File: config.mk
export PLATFORM = sky130hd
export DESIGN_NAME = four_pole_allpass_phaser_core
export DESIGN_NICKNAME = d
export VERILOG_FILES = /design/src/rtl/fpap_pkg.sv /design/src/rtl/fpap_ram.sv /design/src/rtl/four_pole_allpass_phaser_core.sv
export SDC_FILE = /design/constraint.sdc
export NUM_CORES = 2
export LEC_CHECK = 0
export ABC_CLOCK_PERIOD_IN_PS = 32700
export BUFFER_PORTS_ARGS = -buffer_cell sky130_fd_sc_hd__buf_2
export CORE_ASPECT_RATIO = 2
export CORE_MARGIN = 5
export CORE_UTILIZATION = 33
export CTS_CLUSTER_DIAMETER = 30
export DETAILED_ROUTE_END_ITERATION = 10
export MAX_ROUTING_LAYER = met4
export PLACE_DENSITY = 0.43
export RECOVER_POWER = 50
export SKIP_CTS_REPAIR_TIMING = 1
export SYNTH_ARGS = -nofsm -noshare
export SYNTH_HDL_FRONTEND = slang
export SYNTH_SLANG_ARGS = --single-unit
File: constraint.sdc
create_clock -name i_clk -period 32.7 [get_ports i_clk]
set_input_delay 4.905 -clock i_clk [delete_from_list [all_inputs] [get_ports i_clk]]
set_output_delay 4.905 -clock i_clk [all_outputs]
set_load 0.05 [all_outputs]
File: src/rtl/fpap_pkg.sv
package fpap_pkg;

    // Default geometry of the per-channel state.
    localparam int CHANNELS_DEF = 16;
    localparam int STAGES_DEF   = 4;

    // Field widths.
    localparam int SAMPLE_W     = 24;
    localparam int GAIN_W       = 17;
    localparam int CHAN_FIELD_W = 4;
    localparam int CFG_IDX_W    = 2;

    // Shared multiplier operand and product widths.
    localparam int MA_W   = 25;
    localparam int MB_W   = 19;
    localparam int PROD_W = 44;

    // Unity gain in Q1.16.
    localparam logic [GAIN_W-1:0] Q16_ONE = 17'd65536;

    // Coefficient arithmetic: the product cv*depth is biased by half of the
    // divisor 10*2^19, shifted down by 20 and then divided by 5.
    localparam logic signed [PROD_W-1:0] CV_BIAS = 44'sd2621440;
    localparam logic signed [23:0]       M_LO    = -24'sd163840;
    localparam logic signed [23:0]       M_HI    = 24'sd163844;
    localparam logic signed [23:0]       U_OFS   = 24'sd163840;
    // floor(2^20 / 5), used for the reciprocal divide by five.
    localparam logic signed [MB_W-1:0]   RECIP_5 = 19'sd209715;

    // Configuration register indexes.
    typedef enum logic [CFG_IDX_W-1:0] {
        CFG_FEEDBACK = 2'd0,
        CFG_MIX      = 2'd1,
        CFG_DEPTH    = 2'd2
    } t_cfg_index;

    // Sequencer states.
    typedef enum logic [3:0] {
        S_IDLE,
        S_CV,
        S_FB,
        S_REC,
        S_COEF,
        S_MUL,
        S_ACC,
        S_MIXM,
        S_DONE
    } t_state;

    // Round a Q16-scaled product to nearest, halves toward +infinity.
    function automatic logic signed [27:0] round_q16(input logic signed [PROD_W-1:0] p);
        logic signed [PROD_W-1:0] t;
        t = p + 44'sd32768;
        return t[PROD_W-1:16];
    endfunction

    // Saturate to the signed 24-bit sample range.
    function automatic logic signed [23:0] sat24(input logic signed [29:0] v);
        if (v > 30'sd8388607) begin
            return 24'sh7FFFFF;
        end else if (v < -30'sd8388608) begin
            return 24'sh800000;
        end else begin
            return v[23:0];
        end
    endfunction

    // Limit a gain register to 1.0.
    function automatic logic [GAIN_W-1:0] clamp_gain(input logic [GAIN_W-1:0] v);
        return (v > Q16_ONE) ? Q16_ONE : v;
    endfunction

endpackage

File: src/rtl/fpap_ram.sv
module fpap_ram
    import fpap_pkg::*;
#(
    parameter int WIDTH = SAMPLE_W,
    parameter int DEPTH = CHANNELS_DEF * STAGES_DEF,
    localparam int AW   = (DEPTH > 1) ? $clog2(DEPTH) : 1
) (
    input  logic             i_clk,
    input  logic             i_we,
    input  logic [AW-1:0]    i_waddr,
    input  logic [WIDTH-1:0] i_wdata,
    input  logic [AW-1:0]    i_raddr,
    output logic [WIDTH-1:0] o_rdata
);

    logic [WIDTH-1:0] r_mem [DEPTH];
    logic [WIDTH-1:0] r_rdata;

    // Single write port.
    always_ff @(posedge i_clk) begin
        if (i_we) begin
            r_mem[i_waddr] <= i_wdata;
        end
    end

    // Registered read port.
    always_ff @(posedge i_clk) begin
        r_rdata <= r_mem[i_raddr];
    end

    assign o_rdata = r_rdata;

endmodule

File: src/rtl/four_pole_allpass_phaser_core.sv
// Items run one at a time: a new input is taken only while the sequencer is idle. The single
// shared multiplier serves the coefficient, feedback, each stage and the mix in turn.
// A finished result waits in the output register while the next item is already taken in.
// Reset (synchronous, active low) zeroes the gain registers and marks every channel's delay
// row as empty, so stage delays read as zero until a channel has been processed once.
module four_pole_allpass_phaser_core
    import fpap_pkg::*;
#(
    parameter int CHANNELS = CHANNELS_DEF,
    parameter int STAGES   = STAGES_DEF
) (
    input  logic                        i_clk,
    input  logic                        i_rst_n,
    // Configuration write channel.
    input  logic                        i_cfg_valid,
    output logic                        o_cfg_ready,
    input  logic [CFG_IDX_W-1:0]        i_cfg_index,
    input  logic [GAIN_W-1:0]           i_cfg_data,
    // Input channel.
    input  logic                        i_in_valid,
    output logic                        o_in_ready,
    input  logic [CHAN_FIELD_W-1:0]     i_channel,
    input  logic signed [SAMPLE_W-1:0]  i_sample_in,
    input  logic signed [SAMPLE_W-1:0]  i_cv_in,
    // Output channel.
    output logic                        o_out_valid,
    input  logic                        i_out_ready,
    output logic [CHAN_FIELD_W-1:0]     o_channel_out,
    output logic signed [SAMPLE_W-1:0]  o_wet_out,
    output logic signed [SAMPLE_W-1:0]  o_mix_out
);

    localparam int CH_W  = (CHANNELS > 1) ? $clog2(CHANNELS) : 1;
    localparam int ST_W  = (STAGES > 1) ? $clog2(STAGES) : 1;
    localparam int DEPTH = CHANNELS * STAGES;
    localparam int AW    = (DEPTH > 1) ? $clog2(DEPTH) : 1;
    localparam int NCODE = 2 ** CHAN_FIELD_W;

    // Sequencer.
    t_state r_state;
    t_state n_state;
    logic   w_in_fire;
    logic   w_we;
    logic   w_out_load;
    logic   w_last_stage;

    // Configuration.
    logic [GAIN_W-1:0] r_fb_gain;
    logic [GAIN_W-1:0] r_mix_amount;
    logic [GAIN_W-1:0] r_cv_depth;

    // Item registers.
    logic [CHAN_FIELD_W-1:0]    r_chan_field;
    logic [CH_W-1:0]            r_chan;
    logic signed [SAMPLE_W-1:0] r_x;
    logic signed [SAMPLE_W-1:0] r_cv;
    logic signed [SAMPLE_W-1:0] r_fbd;
    logic signed [SAMPLE_W-1:0] r_id;
    logic signed [SAMPLE_W-1:0] r_sig;
    logic [18:0]                r_u;
    logic                       r_clo;
    logic                       r_chi;
    logic [GAIN_W-1:0]          r_coef;
    logic [ST_W-1:0]            r_stage;
    logic signed [PROD_W-1:0]   r_prod;
    logic [CHANNELS-1:0]        r_row_valid;

    // Output register.
    logic                       r_out_valid;
    logic [CHAN_FIELD_W-1:0]    r_chan_out;
    logic signed [SAMPLE_W-1:0] r_wet;
    logic signed [SAMPLE_W-1:0] r_mix;

    // Channel wrap table, worked out at elaboration.
    logic [CH_W-1:0] w_wrap [NCODE];

    for (genvar g = 0; g < NCODE; g++) begin : g_wrap
        localparam int WRAPPED = g % CHANNELS;
        assign w_wrap[g] = CH_W'(WRAPPED);
    end

    // Memory addressing.
    logic [AW-1:0]              w_in_base;
    logic [AW-1:0]              w_base;
    logic [AW-1:0]              w_waddr;
    logic [AW-1:0]              w_raddr;
    logic [SAMPLE_W-1:0]        w_id_rdata;
    logic [SAMPLE_W-1:0]        w_od_rdata;
    logic signed [SAMPLE_W-1:0] w_id;
    logic signed [SAMPLE_W-1:0] w_od;
    logic signed [SAMPLE_W-1:0] w_ys;

    assign w_in_base = AW'(w_wrap[i_channel]) * AW'(STAGES);
    assign w_base    = AW'(r_chan) * AW'(STAGES);
    assign w_waddr   = w_base + AW'(r_stage);
    assign w_last_stage = (r_stage == ST_W'(STAGES - 1));

    // Read address follows the sequencer: last stage for feedback, then stage by stage.
    always_comb begin
        case (r_state)
            S_IDLE:  w_raddr = w_in_base + AW'(STAGES - 1);
            S_COEF:  w_raddr = w_base;
            S_ACC:   w_raddr = w_last_stage ? w_base : w_waddr + AW'(1);
            default: w_raddr = w_waddr;
        endcase
    end

    fpap_ram #(
        .WIDTH (SAMPLE_W),
        .DEPTH (DEPTH)
    ) u_in_delay (
        .i_clk   (i_clk),
        .i_we    (w_we),
        .i_waddr (w_waddr),
        .i_wdata (r_sig),
        .i_raddr (w_raddr),
        .o_rdata (w_id_rdata)
    );

    fpap_ram #(
        .WIDTH (SAMPLE_W),
        .DEPTH (DEPTH)
    ) u_out_delay (
        .i_clk   (i_clk),
        .i_we    (w_we),
        .i_waddr (w_waddr),
        .i_wdata (w_ys),
        .i_raddr (w_raddr),
        .o_rdata (w_od_rdata)
    );

    // A row never written since reset reads as zero.
    assign w_id = r_row_valid[r_chan] ? $signed(w_id_rdata) : '0;
    assign w_od = r_row_valid[r_chan] ? $signed(w_od_rdata) : '0;

    // Shared multiplier operand selection.
    logic signed [MA_W-1:0] w_ma;
    logic signed [MB_W-1:0] w_mb;
    logic signed [MA_W-1:0] w_diff;

    assign w_diff = MA_W'(r_sig) - MA_W'(w_od);

    always_comb begin
        case (r_state)
            S_CV: begin
                w_ma = MA_W'(r_cv);
                w_mb = $signed({2'b00, r_cv_depth});
            end
            S_FB: begin
                w_ma = MA_W'(r_fbd);
                w_mb = $signed({2'b00, r_fb_gain});
            end
            S_REC: begin
                w_ma = $signed({6'b000000, r_u});
                w_mb = RECIP_5;
            end
            S_MUL: begin
                w_ma = w_diff;
                w_mb = $signed({2'b00, r_coef});
            end
            S_MIXM: begin
                w_ma = MA_W'(r_x);
                w_mb = $signed({2'b00, r_mix_amount});
            end
            default: begin
                w_ma = '0;
                w_mb = '0;
            end
        endcase
    end

    // Coefficient: bias and scale the cv product, then clamp flags and offset.
    logic signed [PROD_W-1:0] w_nb;
    logic signed [23:0]       w_m;
    logic signed [23:0]       w_u_full;

    assign w_nb     = r_prod + CV_BIAS;
    assign w_m      = w_nb[43:20];
    assign w_u_full = w_m + U_OFS;

    // Divide by five: reciprocal estimate plus one correction step.
    logic [GAIN_W-1:0] w_q0;
    logic [19:0]       w_q5;
    logic [19:0]       w_rem;
    logic [GAIN_W-1:0] w_q;
    logic [GAIN_W-1:0] w_coef;

    assign w_q0   = r_prod[36:20];
    assign w_q5   = (20'(w_q0) << 2) + 20'(w_q0);
    assign w_rem  = 20'(r_u) - w_q5;
    assign w_q    = (w_rem >= 20'd5) ? w_q0 + 17'd1 : w_q0;
    assign w_coef = r_clo ? '0 : (r_chi ? Q16_ONE : w_q);

    // Feedback subtraction, stage result and mix.
    logic signed [29:0] w_s0;
    logic signed [29:0] w_y;
    logic signed [29:0] w_mixv;

    assign w_s0   = 30'(r_x) - 30'(round_q16(r_prod));
    assign w_y    = 30'(round_q16(r_prod)) + 30'(r_id);
    assign w_ys   = sat24(w_y);
    assign w_mixv = 30'(r_sig) + 30'(round_q16(r_prod));

    // Sequencer state register.
    always_ff @(posedge i_clk) begin
        if (!i_rst_n) begin
            r_state <= S_IDLE;
        end else begin
            r_state <= n_state;
        end
    end

    // Next state and strobes.
    always_comb begin
        n_state    = r_state;
        o_in_ready = 1'b0;
        w_we       = 1'b0;
        w_out_load = 1'b0;
        case (r_state)
            S_IDLE: begin
                o_in_ready = 1'b1;
                if (i_in_valid) begin
                    n_state = S_CV;
                end
            end
            S_CV:   n_state = S_FB;
            S_FB:   n_state = S_REC;
            S_REC:  n_state = S_COEF;
            S_COEF: n_state = S_MUL;
            S_MUL:  n_state = S_ACC;
            S_ACC: begin
                w_we    = 1'b1;
                n_state = w_last_stage ? S_MIXM : S_MUL;
            end
            S_MIXM: n_state = S_DONE;
            S_DONE: begin
                if (!r_out_valid || i_out_ready) begin
                    w_out_load = 1'b1;
                    n_state    = S_IDLE;
                end
            end
            default: n_state = S_IDLE;
        endcase
    end

    assign w_in_fire = i_in_valid && o_in_ready;

    // Configuration registers; writes are always taken.
    assign o_cfg_ready = 1'b1;

    always_ff @(posedge i_clk) begin
        if (!i_rst_n) begin
            r_fb_gain    <= '0;
            r_mix_amount <= '0;
            r_cv_depth   <= '0;
        end else if (i_cfg_valid) begin
            case (i_cfg_index)
                CFG_FEEDBACK: r_fb_gain    <= clamp_gain(i_cfg_data);
                CFG_MIX:      r_mix_amount <= clamp_gain(i_cfg_data);
                CFG_DEPTH:    r_cv_depth   <= clamp_gain(i_cfg_data);
                default:      ;
            endcase
        end
    end

    // Control state: stage counter, row valid bits, output valid.
    always_ff @(posedge i_clk) begin
        if (!i_rst_n) begin
            r_stage     <= '0;
            r_row_valid <= '0;
            r_out_valid <= 1'b0;
        end else begin
            if (w_in_fire) begin
                r_stage <= '0;
            end else if (r_state == S_ACC && !w_last_stage) begin
                r_stage <= r_stage + ST_W'(1);
            end
            if (r_state == S_ACC && w_last_stage) begin
                r_row_valid[r_chan] <= 1'b1;
            end
            if (w_out_load) begin
                r_out_valid <= 1'b1;
            end else if (i_out_ready) begin
                r_out_valid <= 1'b0;
            end
        end
    end

    // Datapath registers.
    always_ff @(posedge i_clk) begin
        // The mix product is held while a finished item waits for the output register.
        if (r_state != S_DONE) begin
            r_prod <= PROD_W'(w_ma * w_mb);
        end
        if (w_in_fire) begin
            r_chan_field <= i_channel;
            r_chan       <= w_wrap[i_channel];
            r_x          <= i_sample_in;
            r_cv         <= i_cv_in;
        end
        case (r_state)
            S_CV: r_fbd <= w_od;
            S_FB: begin
                r_clo <= (w_m < M_LO);
                r_chi <= (w_m > M_HI);
                r_u   <= w_u_full[18:0];
            end
            S_REC:  r_sig  <= sat24(w_s0);
            S_COEF: r_coef <= w_coef;
            S_MUL:  r_id   <= w_id;
            S_ACC:  r_sig  <= w_ys;
            default: ;
        endcase
        if (w_out_load) begin
            r_chan_out <= r_chan_field;
            r_wet      <= r_sig;
            r_mix      <= sat24(w_mixv);
        end
    end

    assign o_out_valid   = r_out_valid;
    assign o_channel_out = r_chan_out;
    assign o_wet_out     = r_wet;
    assign o_mix_out     = r_mix;

    // The coefficient never exceeds unity when a stage uses it.
    a_coef_range: assert property (@(posedge i_clk) disable iff (!i_rst_n)
        (r_state == S_MUL) |-> (r_coef <= Q16_ONE))
        else $error("allpass coefficient above unity");

    // The reciprocal estimate is at most one below the true quotient.
    a_div_rem: assert property (@(posedge i_clk) disable iff (!i_rst_n)
        (r_state == S_COEF) |-> (w_rem < 20'd10))
        else $error("divide-by-five correction out of range");

    // The stage counter stays inside the stage count.
    a_stage_range: assert property (@(posedge i_clk) disable iff (!i_rst_n)
        ({1'b0, r_stage} < (ST_W + 1)'(STAGES)))
        else $error("stage counter out of range");

    // A result appears only when the sequencer finishes an item.
    a_out_source: assert property (@(posedge i_clk) disable iff (!i_rst_n)
        $rose(r_out_valid) |-> ($past(r_state) == S_DONE))
        else $error("result loaded outside the final state");

endmodule

Word-level counts from Yosys, hierarchy flattened --
Memory sizes are Yosys's and may differ from the RTL's. A register that Yosys moved wholly into a read port is not among the register bits. Cells that the tools add are included. Widths: inputs -> output; s select.
Word-level totals: bits in read-only memories 64, bits in registers 336, memories 3, input bits 76, latch bits 0, memory bits (writable) 3072, output and inout port bits 55
Memories:
- u_in_delay.r_mem | words 64, width 24, read ports 1, clocked after memory_dff 1, wr ports 1, line fpap_ram.sv:16 | logic [WIDTH-1:0] r_mem [DEPTH];
- u_out_delay.r_mem | words 64, width 24, read ports 1, clocked after memory_dff 1, wr ports 1, line fpap_ram.sv:16
- (no name shown) | words 16, width 4, read ports 1, clocked after memory_dff 0, wr ports 0, line four_pole_allpass_phaser_core.sv:297 | r_chan <= w_wrap[i_channel];
Operators by class: equal/unequal tests 14, mux-type cells 32, multipliers 1, bitwise gates (word level) 3, add/subtract/negate cells 14, order comparisons 13, shifts and indexed selects 0, divide/modulo/power cells 0, reduce and logical (&&, ||, !) cells 17
Operator list (number):
- $mux 24 | 6
- $pmux 25 s5 | 1
- $pmux 18 s5 | 1
- $gt 29x24->1 const B | 3
- $lt 29x24->1 const B | 3
- $mux 17 | 3
- $pmux 24 s2 | 1
- $add 44x17->44 const B | 1
- $add 44x23->44 const B | 1
- $mul 25x19->44 | 1
- $pmux 4 s9 | 1
- $add 24x28->29 | 1
- $add 28x24->29 | 1
- $sub 24x28->29 | 1
- $sub 24x24->25 | 1
- $gt 24x19->1 const B | 1
- $lt 24x19->1 const B | 1
- $add 19x17->20 | 1
- $ge 20x3->1 const B | 1
- $sub 19x20->20 | 1
- $add 19x19->19 const B | 1
- $pmux 6 s3 | 1
- $add 17x1->17 const B | 1
- $gt 17x17->1 const B | 1
- 32 further kinds | 59

Depth between registers and ports, before layout --
depth after elaboration 6, gate-level depth with buffers 44, depth with buffers taken out 39

Hierarchy --
A second synthesis with hierarchy kept.
Unflattened totals: cell total of the unflattened synthesis 9299, area total of the unflattened synthesis 155384.0 sq um
By module, submodules not included:
- fpap_ram | instances 2, sequential area each 46604.7 sq um, cells an instance 2610, area an instance 59295.6 sq um
- four_pole_allpass_phaser_core | instances 1, sequential area each 8778.4 sq um, cells an instance 4079, area an instance 36792.8 sq um

Worst setup path before layout --
No wires, ideal clock.
path kind register -> register, from register, netlist name r_chan_field[0], to register r_prod[43] (data pin), path slack 22484 ps, stages on the path, launching flop included 45, data arrival time 9956 ps, setup time 260 ps, clock period less this slack 10216 ps, cell sequence edfxtp_1 > clkbuf_1 > mux4_2 > mux4_2 > clkbuf_1 > clkbuf_1 > nand2_1 > inv_1 > fa_1 > nor2b_1 > o21ai_0 > a21oi_1 > o211ai_1 > a21boi_0 > o21ai_0 > o31a_1 > o21bai_1 > xnor2_1 > [9 not listed] > fa_1 > fa_1 > inv_1 > fa_1 > inv_1 > ha_1 > clkbuf_1 > a21oi_1 > nor2_1 > a221oi_1 > o21a_1 > o21ai_0 > a21oi_1 > o21ai_0 > and2_1 > o21a_1 > nor2_1 > xnor2_1
RTL lines:
- to (signal assigned) | line four_pole_allpass_phaser_core.sv:293 | r_prod <= PROD_W'(w_ma * w_mb);
- to (decl) | line four_pole_allpass_phaser_core.sv:65 | logic signed [PROD_W-1:0] r_prod;

==> impl_metrics.yaml <==
detailed_routing:
  avgViaCountPerCell: 5.35
  ant_nets: 0
  wl_per_cell_um: 34.3
  wirelength_um: 569000
  num_vias: 88500
  dr.pass1.iters: 6
  drc: 0
  drtIter0Drc: 6786
grt:
  grt_use_met1_pct: 23.4
  grt_overflow_total: 0
  antenna_found_initial: 28
  grt_max_degree: 95
  top_usage_layer: "met2"
  grt.total_usage_pct: 23.9
  grt_pass1_vias: 95700
  grt_pass1_wl_um: 782000
  use_met3_pct: 2.63
  use_met2_pct: 45.1
timing:
  layout_worst_path_cycle_share_pct: 42.7
  setup_tns_ns: 0
  period_needed_ns: 13.96
  worstMarginPinSlew_ns: 4.68
  fin_worst_skew_ns: 0.0955
  slew_violations: 3567
  timing.slew.headroom_pct: -212
  timing.fmax_ghz: 0.0717
  finalSetupViolCount: 0
  final-hold-violation-count: 0
  rsz0062_at_grt: "false"
worst_setup_path:
  r2r_cells: 41
  worst-setup-path-type: "reg -> reg"
  start_kind: "flop"
  startpoint: "r_chan_field[0]$_DFFE_PP_"
  worstPathArrival_ns: 14.61
  cp_max_fo: 36
  r2r_setup_slack_ns: 18.74
  worst_setup_path_end_kind: "flop"
  path_buf_inv: 7
  r2r-start: "r_chan_field[0]$_DFFE_PP_"
  cpPeakStageDelay_ns: 0.85
  cp-endpoint: "r_prod[43]$_DFFE_PP_"
  cp_slowest_cell: "clkbuf_1"
  crit_family: "compound AO/OA/AOI/OAI gates"
  crit_cells: 41
  r2r-end: "r_prod[43]$_DFFE_PP_"
  cpMostUsedCell: "fa_1"
  worst_ep_required_time_ns: 33.36
cells_and_area:
  drive_gt1_share_pct: 20.0
  seq_area_um2: 102000
  fin_cells: 16600
  post-route-util_pct: 38.5
  multi_input_area_um2: 49100
  syn2layout_area_growth_pct: 16.3
  final_area_um2: 180000
  fillCellCount: 43700
  nNetsFinal: 10700
synthesis:
  synth-edff-count: 3315
  yosysTopAreaCell: "edfxtp_1"
  synthDistinctLibCells: 100
  ys_warn_count: 0
  synthArstFlopShare_pct: 0
  synth_cells: 9432
  ys_top_cells_by_area: "edfxtp_1 64%, mux4_2 11%, fa_1 6.0%"
  syn-cell-area_um2: 155000
  synthFlopType: "edfxtp_1"
  yosysTopAreaCellShare_pct: 64.1
  synth_seq_cells: 3437
  synth.most_common_cell: "edfxtp_1"
  avgSynthCellArea_um2: 16.5
  synthTopCellsByCount: "3315 x edfxtp_1, 1019 x nand2_1, 773 x mux4_2"
  ys_seq_area_share_pct: 65.7
cts:
  cts.clk_slew.worst_paths_ns: 0.06
  tritoncts: "yes"
  cts_root_buf: "clkbuf_16"
  cts_max_level: 5
  clock-sinks: 3437
  clockBufferDepth: 4
  numCtsBuffers: 448
  clk_latency_ns: 1.01
floorplan:
  die_w_um: 495
  die_area_um2: 485000
  boundaryPins: 131
  core_area_um2: 469000
  row_count: 356
  initial_utilization_pct: 33.1
  die_h_um: 980
power_and_ir_drop:
  ir_worst_vdd_mv: 0.0584
  p_leak_nw: 61.3
  finalPower_mw: 12.4
  powerDensity_nw_per_um2: 68.5
placed_design:
  io_buffers: 129
  placedCellCount: 15700
  post_dp_cell_area_um2: 165000
  dpl.hpwl_um: 375000
  place_congestion: 0.967
outcome:
  violations: "capacitance limit, slew limit"
  status: "complete, but fails checks"
min_path:
  hold_path_class: "reg -> reg"
job:
  cap_viol_max_count: 107
==> through the flow <==
stage | hold WS, ns | setup slack [ns]
4_1_cts | 0.470 | 19.47
6_report | 0.469 | 18.74
3_3_place_gp | 0.455 | 19.45
3_5_place_dp | 0.461 | 19.54
2_1_floorplan | 0.424 | 22.48
5_1_grt | 0.495 | 18.17
==> sequential cells by signal (all words and copies together), names as in the netlist, 2 cells and up <==
name and flops:
r_cv_depth 17, r_x 24, u_out_delay.r_mem 1536, r_coef 17, r_chan_field 4, r_u 19, o_wet_out 24, r_sig 24
r_row_valid 16, r_fbd 24, o_mix_out 24, r_prod 29, r_state 4, r_fb_gain 17, u_in_delay.o_rdata 24, o_channel_out 4
r_id 24, r_stage 2, u_out_delay.o_rdata 24, r_mix_amount 17, r_cv 24, u_in_delay.r_mem 1536
==> power by group <==
group / total [mW] / switching [mW] / internal, mW
clock: 5.13 / 2.08 / 3.05
combinational: 2.00 / 1.37 / 0.629
sequential: 5.23 / 0.0776 / 5.15
total: 12.4 / 3.53 / 8.83
==> layer usage <==
metal | wire length, µm | vias to the layer above
li1 | - | 36900
met1 | 187000 | 48000
met2 | 319000 | 2523
met3 | 20100 | 1114
met4 | 41900 | 0
met5 | 0 | -
==> worst min path at each step <==
| stage | to | start | cells past startpoint |
|---|---|---|---|
| finish | r_mix_amount[3]$_SDFFE_PN0P_ | r_mix_amount[3]$_SDFFE_PN0P_ | 2 |
| global route | r_cv_depth[7]$_SDFFE_PN0P_ | r_cv_depth[7]$_SDFFE_PN0P_ | 2 |
| CTS | r_cv_depth[7]$_SDFFE_PN0P_ | r_cv_depth[7]$_SDFFE_PN0P_ | 2 |
| detailed placement | r_cv_depth[7]$_SDFFE_PN0P_ | r_cv_depth[7]$_SDFFE_PN0P_ | 2 |
| global placement | r_fb_gain[7]$_SDFFE_PN0P_ | r_fb_gain[7]$_SDFFE_PN0P_ | 2 |
| floorplan | o_channel_out[0]$_DFFE_PP_ | r_chan_field[0]$_DFFE_PP_ | 0 |
==> worst register-to-register path: cells and delay by family, from the launching register on <==
family | cells | cell delay (ns)
fa+ha+maj | 9 | 4.05
buf+inv | 7 | 1.44
simple gates | 6 | 1.29
compound gates | 15 | 4.64
mux | 2 | 1.25
flops | 1 | 0.82
xor+xnor | 2 | 0.19
==> final cells by class <==
| class | count | share of cell area [%] |
|---|---|---|
| Tap cell | 6265 | 4.35 |
| Clock inverter | 354 | 2.39 |
| Multi-Input combinational cell | 4802 | 27.2 |
| Antenna cell | 17 | 0.0236 |
| Timing Repair Buffer | 486 | 1.68 |
| Clock buffer | 483 | 6.34 |
| Inverter | 713 | 1.48 |
| Sequential cell | 3437 | 56.5 |
==> placed cells by master, fill, tap and decap left out, types with 34 or more instances in the layout <==
cell type / n
nand2_1: 992
nor2b_1: 54
clkbuf_16: 450
o21ai_0: 88
a311oi_1: 98
clkbuf_1: 145
buf_2: 129
xor2_1: 62
a21oi_1: 276
and2_1: 252
a21boi_0: 54
inv_6: 56
a31oi_1: 118
nand4_1: 34
fa_1: 464
dfxtp_1: 122
bufinv_16: 57
clkinv_2: 50
inv_1: 712
nor2_1: 263
ha_1: 246
nor2_4: 42
buf_4: 225
nor3_1: 34
clkinv_1: 39
edfxtp_1: 3315
a22oi_1: 58
clkinvlp_4: 50
a211oi_1: 259
a21o_1: 72
mux4_2: 773
nand3_1: 46
xnor2_1: 127
clkinv_4: 53
==> cell families (layout without fill, tap and decap cells) <==
kind of cell               count (synthesis)  in the layout  synth area share, %
AOI/OAI and AO/OA                       1213           1213                 5.39
xor gates and xnor gates                 191            191                 1.08
adders and majority gates                710            710                 7.97
buffers and inverters                   1199           2036                 3.03
DFF                                     3437           3437                 65.7
muxes                                    780            780                 11.3
other                                      2             25              0.00484
and+or+nand+nor                         1900           1900                 5.53
No activity file was read; power rests on OpenSTA's default activity.
